File: config.mk
export PLATFORM = sky130hd
export DESIGN_NAME = three_key_press_qualifier_unit
export DESIGN_NICKNAME = d
export VERILOG_FILES = /design/src/rtl/core/tkpq_pkg.sv /design/src/rtl/core/tkpq_step.sv /design/src/rtl/core/three_key_press_qualifier_unit.sv
export SDC_FILE = /design/constraint.sdc
export NUM_CORES = 1
export LEC_CHECK = 0
export BUFFER_PORTS_ARGS = -buffer_cell sky130_fd_sc_hd__buf_2
export CAP_MARGIN = 10
export CORE_UTILIZATION = 40
export DETAILED_ROUTE_END_ITERATION = 8
export GPL_TIMING_DRIVEN = 0
export PLACE_DENSITY = 0.6
export SYNTH_ARGS = -nofsm -noshare
export SYNTH_HDL_FRONTEND = slang
export SYNTH_HIERARCHICAL = 1
export SYNTH_SLANG_ARGS = --single-unit
export TNS_END_PERCENT = 30
File: constraint.sdc
create_clock -name aclk -period 2.9 [get_ports aclk]
set_input_delay 0 -clock aclk [delete_from_list [all_inputs] [get_ports aclk]]
set_output_delay 0 -clock aclk [all_outputs]
set_load 0.05 [all_outputs]
File: src/rtl/core/tkpq_pkg.sv
// Package for the three-key press qualifier.
// Key bit positions, register indexes, reset values and shared types.
// No dependencies.
`default_nettype none

package tkpq_pkg;

    localparam int unsigned CNT_W    = 16;
    localparam int unsigned NUM_KEYS = 3;
    localparam int unsigned CFG_IDX_W = 2;

    // key bit positions in the level, previous-level and block vectors
    localparam int unsigned KEY_SET = 0;
    localparam int unsigned KEY_UP  = 1;
    localparam int unsigned KEY_AV  = 2;

    // configuration register indexes
    localparam logic [CFG_IDX_W-1:0] REG_LONG_SET_TICKS    = 2'd0;
    localparam logic [CFG_IDX_W-1:0] REG_COMBO_TICKS       = 2'd1;
    localparam logic [CFG_IDX_W-1:0] REG_TRIP_CLEAR_TICKS  = 2'd2;
    localparam logic [CFG_IDX_W-1:0] REG_TRIP_RELOAD_TICKS = 2'd3;

    localparam logic [CNT_W-1:0] LONG_SET_TICKS_RST    = 16'd300;
    localparam logic [CNT_W-1:0] COMBO_TICKS_RST       = 16'd300;
    localparam logic [CNT_W-1:0] TRIP_CLEAR_TICKS_RST  = 16'd200;
    localparam logic [CNT_W-1:0] TRIP_RELOAD_TICKS_RST = 16'd100;

    typedef struct packed {
        logic [CNT_W-1:0] long_set_ticks;
        logic [CNT_W-1:0] combo_ticks;
        logic [CNT_W-1:0] trip_clear_ticks;
        logic [CNT_W-1:0] trip_reload_ticks;
    } tkpq_cfg_t;

    typedef struct packed {
        logic [NUM_KEYS-1:0] prev_levels;
        logic [NUM_KEYS-1:0] block_flags;
        logic [CNT_W-1:0]    set_hold_count;
        logic [CNT_W-1:0]    combo_hold_count;
        logic [CNT_W-1:0]    av_hold_count;
    } tkpq_state_t;

    typedef struct packed {
        logic set_short;
        logic up_short;
        logic av_short;
        logic set_long;
        logic combo_long;
        logic trip_clear;
    } tkpq_evt_t;

endpackage

`default_nettype wire

File: src/rtl/core/tkpq_step.sv
// One-tick update of the key qualifier: edge/short-press logic and hold counters.
// Purely combinational. Depends on tkpq_pkg.
`default_nettype none

module tkpq_step (
    input  wire logic [tkpq_pkg::NUM_KEYS-1:0] levels,
    input  wire tkpq_pkg::tkpq_cfg_t           cfg,
    input  wire tkpq_pkg::tkpq_state_t         cur,
    output tkpq_pkg::tkpq_state_t              nxt,
    output tkpq_pkg::tkpq_evt_t                evt
);

    logic [tkpq_pkg::NUM_KEYS-1:0] short_press;
    logic [tkpq_pkg::NUM_KEYS-1:0] blk_edge;
    logic s, u, a;
    logic set_fire, combo_fire, trip_fire;

    assign s = levels[tkpq_pkg::KEY_SET];
    assign u = levels[tkpq_pkg::KEY_UP];
    assign a = levels[tkpq_pkg::KEY_AV];

    // short press on release unless blocked; block clears on press edge
    always_comb begin
        for (int i = 0; i < tkpq_pkg::NUM_KEYS; i++) begin
            short_press[i] = !levels[i] && cur.prev_levels[i] && !cur.block_flags[i];
            if (short_press[i]) begin
                blk_edge[i] = 1'b1;
            end else if (levels[i] && !cur.prev_levels[i]) begin
                blk_edge[i] = 1'b0;
            end else begin
                blk_edge[i] = cur.block_flags[i];
            end
        end
    end

    assign set_fire   = s && (cur.set_hold_count >= cfg.long_set_ticks);
    assign combo_fire = a && u && (cur.combo_hold_count >= cfg.combo_ticks);
    assign trip_fire  = a && !u && (cur.av_hold_count >= cfg.trip_clear_ticks);

    always_comb begin
        nxt.prev_levels = levels;
        nxt.block_flags = blk_edge;
        if (set_fire) begin
            nxt.block_flags[tkpq_pkg::KEY_SET] = 1'b1;
        end
        if (combo_fire) begin
            nxt.block_flags[tkpq_pkg::KEY_AV] = 1'b1;
            nxt.block_flags[tkpq_pkg::KEY_UP] = 1'b1;
        end
        if (trip_fire) begin
            nxt.block_flags[tkpq_pkg::KEY_AV] = 1'b1;
        end

        // counts only rise below threshold, so +1 never wraps
        if (!s || set_fire) begin
            nxt.set_hold_count = '0;
        end else begin
            nxt.set_hold_count = cur.set_hold_count + 1'b1;
        end

        if (!(a && u) || combo_fire) begin
            nxt.combo_hold_count = '0;
        end else begin
            nxt.combo_hold_count = cur.combo_hold_count + 1'b1;
        end

        if (a && !u) begin
            if (trip_fire) begin
                nxt.av_hold_count = cfg.trip_reload_ticks;
            end else begin
                nxt.av_hold_count = cur.av_hold_count + 1'b1;
            end
        end else if (cur.av_hold_count != '0) begin
            nxt.av_hold_count = cur.av_hold_count - 1'b1;
        end else begin
            nxt.av_hold_count = cur.av_hold_count;
        end
    end

    assign evt.set_short  = short_press[tkpq_pkg::KEY_SET];
    assign evt.up_short   = short_press[tkpq_pkg::KEY_UP];
    assign evt.av_short   = short_press[tkpq_pkg::KEY_AV];
    assign evt.set_long   = set_fire;
    assign evt.combo_long = combo_fire;
    assign evt.trip_clear = trip_fire;

endmodule

`default_nettype wire

File: src/rtl/core/three_key_press_qualifier_unit.sv
// Top level of the three-key press qualifier: stream ports, config registers,
// input register, key state and result register. Depends on tkpq_pkg, tkpq_step.
//
//  channel | direction | handshake            | payload
//  s_      | in        | s_tvalid / s_tready  | s_tdata: key levels
//  m_      | out       | m_tvalid / m_tready  | m_tdata: six event pulses
//  cfg_    | in        | cfg_we (no wait)     | cfg_index, cfg_wdata
//
// One transfer per cycle sustained while m_tready stays high.
// Key state is updated as an item moves from the input register to the
// result register, in a single combinational step (tkpq_step).
// Stalls on m_ hold both registers; s_tready stays high while either has room.
// aresetn is synchronous, active low; config returns to its reset values.
`default_nettype none

module three_key_press_qualifier_unit (
    input  wire logic                           aclk,
    input  wire logic                           aresetn,
    input  wire logic                           s_tvalid,
    output logic                                s_tready,
    input  wire logic [7:0]                     s_tdata,   // set_level, up_level, av_level, pad
    output logic                                m_tvalid,
    input  wire logic                           m_tready,
    output logic [7:0]                          m_tdata,   // set_short, up_short, av_short,
                                                           // set_long, combo_long, trip_clear, pad
    input  wire logic                           cfg_we,
    input  wire logic [tkpq_pkg::CFG_IDX_W-1:0] cfg_index,
    input  wire logic [tkpq_pkg::CNT_W-1:0]     cfg_wdata
);

    tkpq_pkg::tkpq_cfg_t   cfg_reg;
    tkpq_pkg::tkpq_state_t state_reg, state_next;
    tkpq_pkg::tkpq_evt_t   evt_next;

    logic                          in_valid_reg;
    logic [tkpq_pkg::NUM_KEYS-1:0] in_levels_reg;
    logic                          out_valid_reg;
    logic [7:0]                    out_data_reg;
    logic                          out_free;
    logic                          advance;

    assign out_free = !out_valid_reg || m_tready;
    assign advance  = in_valid_reg && out_free;
    assign s_tready = !in_valid_reg || out_free;

    always_ff @(posedge aclk) begin
        if (!aresetn) begin
            cfg_reg.long_set_ticks    <= tkpq_pkg::LONG_SET_TICKS_RST;
            cfg_reg.combo_ticks       <= tkpq_pkg::COMBO_TICKS_RST;
            cfg_reg.trip_clear_ticks  <= tkpq_pkg::TRIP_CLEAR_TICKS_RST;
            cfg_reg.trip_reload_ticks <= tkpq_pkg::TRIP_RELOAD_TICKS_RST;
        end else if (cfg_we) begin
            case (cfg_index)
                tkpq_pkg::REG_LONG_SET_TICKS:    cfg_reg.long_set_ticks    <= cfg_wdata;
                tkpq_pkg::REG_COMBO_TICKS:       cfg_reg.combo_ticks       <= cfg_wdata;
                tkpq_pkg::REG_TRIP_CLEAR_TICKS:  cfg_reg.trip_clear_ticks  <= cfg_wdata;
                tkpq_pkg::REG_TRIP_RELOAD_TICKS: cfg_reg.trip_reload_ticks <= cfg_wdata;
                default: ;
            endcase
        end
    end

    tkpq_step u_step (
        .levels (in_levels_reg),
        .cfg    (cfg_reg),
        .cur    (state_reg),
        .nxt    (state_next),
        .evt    (evt_next)
    );

    always_ff @(posedge aclk) begin
        if (!aresetn) begin
            in_valid_reg  <= 1'b0;
            out_valid_reg <= 1'b0;
            state_reg     <= '0;
        end else begin
            if (s_tvalid && s_tready) begin
                in_valid_reg <= 1'b1;
            end else if (advance) begin
                in_valid_reg <= 1'b0;
            end
            if (advance) begin
                out_valid_reg <= 1'b1;
                state_reg     <= state_next;
            end else if (m_tready) begin
                out_valid_reg <= 1'b0;
            end
        end
    end

    // payload registers
    always_ff @(posedge aclk) begin
        if (s_tvalid && s_tready) begin
            in_levels_reg <= s_tdata[tkpq_pkg::NUM_KEYS-1:0];
        end
        if (advance) begin
            out_data_reg <= {2'b00, evt_next.trip_clear, evt_next.combo_long,
                             evt_next.set_long, evt_next.av_short,
                             evt_next.up_short, evt_next.set_short};
        end
    end

    assign m_tvalid = out_valid_reg;
    assign m_tdata  = out_data_reg;

endmodule

`default_nettype wire

==> out/metrics.cfg <==
[run_status]
status = finished, final reports clean

[setup_path]
worstPathRequired_ns = 3.20
cp_top_family = compound AO/OA/AOI/OAI gates
critPathBufInv = 0
crit_chain = ha_1 -> and3_1 -> a221oi_2 -> o22ai_1 -> nor3_4 -> o21ai_0 -> o221a_2 -> nand2_1 -> mux2i_1
crit_fanout = 10
arrival_ns = 2.94
critical_path.max_stage_delay_ns = 0.53
crit_start = state_reg[7]
cp-end-kind = flip-flop
crit_slowest_cell = dfxtp_1
critPathKind = reg2reg
r2r-start = state_reg[7]
start_kind = flip-flop

[die]
start_util = 0.410
die_area_um2 = 19800
pin_count = 41
chipHeight_um = 141
row_count = 50
die_x_um = 141
core-area_um2 = 18800

[sta]
finalCritPeriodShare = 0.911
finalSetupViolCount = 0
worstMarginPinSlew_ns = 0.722
slew_violations = 0
slew_headroom = 0.519
hold_viol_final = 0
finClkSkew_ns = 0.00677
period_needed_ns = 2.64
tns_ns = 0
fmax_mhz = 378
rsz0062_at_grt = false

[synthesis]
synthCells = 931
avgSynthCellArea_um2 = 8.27
synthArstFlopShare = 0
ys_types = 72
yosys.area.top_type = dfxtp_1
synth_area_leaders = dfxtp_1 (31%), mux2i_1 (9.4%), ha_1 (8.6%), nand2_1 (8.3%), nand3_1 (4.8%)
yosysSeqAreaShare = 0.347
yosys.cell_count.top_type = nand2_1
synth_edf_count = 9
synth_top_area_frac = 0.312
yosysWarnings = 6
yosys_most_used_dff = dfxtp_1
netlist_area_um2 = 7700
synth_commonest_cells = nand2_1 (170), dfxtp_1 (120), nand3_1 (74)
ys_ff_latch = 129

[clock_network]
clockRootBuffer = clkbuf_16
htreeDepth = 4
cts_tree = built
clk_latency_ns = 0.42
cts_made_buffers = 17
clk_path_buf_depth = 2
path_clk_slew_ns = 0.05
cts.sinks = 129
cts_setup_buffers = 0

[global_routing]
grt_overflow = 0
use_met3 = 0.0353
use_met1 = 0.304
grtUsageMet2 = 0.332
antenna_found_initial = 1
grt_util_all_layers = 0.213
first_global_vias = 6087
grt_pass1_wl_um = 32600
grt_start_max_net_pins = 17
busiest_layer = met2

[cells_and_area]
drive_above_1_share = 0.128
areaGrowthSynthToFinish_pct = 14.3
antenna_cells = 0
final_nets = 1078
final_cells = 1240
largest_reg_flops = 64

[min_path]
hp-start = cfg_wdata[14]
hp-class = in2reg

[route]
vias_per_cell = 5.31
drt_iter0_markers = 530
drt_wl_total_um = 20600
ant_nets = 0
vias = 6584
drt_first_pass_iters = 6
avgRoutedWirePerCell_um = 16.6
drc_errors = 0

[power]
vdd_ir_drop_max_mv = 0.378
leakage_nw = 3.63
power_w = 0.00520
power_density_nw_per_um2 = 591

[placed_design]
dpl.hpwl_um = 15000
place_congestion = 0.840
place_inst = 1198
numPortBuffers = 32

[flow_run]
cap_violations = 0

[cell families (layout without fill, tap and decap cells)]
kind of cell / count (synthesis) / count (layout) / synth area share
xor gates and xnor gates: 37 / 37 / 0.0421
DFF: 129 / 129 / 0.347
buffers and inverters: 119 / 193 / 0.0796
adders and majority gates: 53 / 53 / 0.0861
and+or+nand+nor: 375 / 375 / 0.227
other: 1 / 2 / 0.000487
AOI/OAI and AO/OA: 145 / 145 / 0.124
muxes: 72 / 72 / 0.0936
[placed cells by master, fill, tap and decap left out, types with 3 or more instances in the layout]
| master | n |
|---|---|
| nor2_1 | 62 |
| nand3_1 | 73 |
| nor3b_1 | 5 |
| edfxtp_1 | 9 |
| nand4_1 | 9 |
| buf_6 | 9 |
| or3_1 | 4 |
| nand2b_1 | 3 |
| dlygate4sd3_1 | 11 |
| xnor2_1 | 17 |
| buf_2 | 45 |
| a221oi_1 | 3 |
| a211oi_1 | 9 |
| mux2i_1 | 72 |
| and4_1 | 4 |
| clkinv_2 | 4 |
| o21ai_0 | 53 |
| ha_1 | 53 |
| o21a_1 | 3 |
| nor3_1 | 8 |
| a31oi_1 | 3 |
| a21oi_1 | 17 |
| o31ai_1 | 3 |
| dfxtp_1 | 118 |
| o21ai_2 | 8 |
| inv_1 | 60 |
| a21o_1 | 10 |
| nand2_1 | 170 |
| o22ai_1 | 4 |
| clkbuf_1 | 24 |
| o221ai_1 | 4 |
| and3_1 | 10 |
| nor2b_1 | 4 |
| clkbuf_16 | 17 |
| o21ai_1 | 5 |
| xor2_1 | 20 |
| buf_4 | 15 |
[metal layers]
metal,part of all wire,vias up
met1,0.51,3086
met2,0.44,137
li1,-,3344
met3,0.040,17
met4,0.0079,0
met5,0,-
[layout make-up]
type	count	area, um^2
fillers	1875	9970
plain buffers	59	389
inverters	60	225
well taps	234	293
repair buffers	43	270
clock inverters	6	35.0
flip-flops and latches	129	2680
clock buffers	25	465
multi-input cells	684	4450
[worst reg2reg max path, stage by stage (launching register included)]
cell and delay (ns):
dfxtp_1 0.53, ha_1 0.33, and3_1 0.20, a221oi_2 0.27, o22ai_1 0.21, nor3_4 0.48, o21ai_0 0.21, o221a_2 0.17
nand2_1 0.05, mux2i_1 0.07
[stage by stage]
| stage | setup slack, ns | hold WS [ns] | area [um^2] | util |
|---|---|---|---|---|
| 2_1_floorplan | 0.551 | 0.0989 | 7700 | - |
| 3_3_place_gp | 0.0686 | 0.178 | 8160 | 0.435 |
| 3_5_place_dp | 0.0479 | 0.178 | 8160 | 0.435 |
| 4_1_cts | 0.0281 | 0.00557 | 8770 | 0.467 |
| 5_1_grt | 0.0277 | 0.0264 | 8800 | 0.469 |
| 6_report | 0.257 | 0.0307 | 8800 | 0.469 |
[what timing repair did]
item	CTS	global route
setup endpoints to repair	0	32
endpoints found under the hold margin	27	0
hold buffers	11	0
resized for setup	0	10
[power by group]
group	internal (W)	switching, W
clock	0.00110	0.000759
combinational	0.000581	0.000775
sequential	0.00188	0.000105
total	0.00356	0.00164
[path summary, 6_finish.rpt]
path	endpoint	cells past startpoint	slack, ns
worst max-delay path	state_reg[4]	9	0.26
worst min-delay path	cfg_reg[62]	3	0.03
worst max register to register	state_reg[4]	9	0.26
worst min register to register	cfg_reg[52]	2	0.45
(Power assumes the default switching activity.)
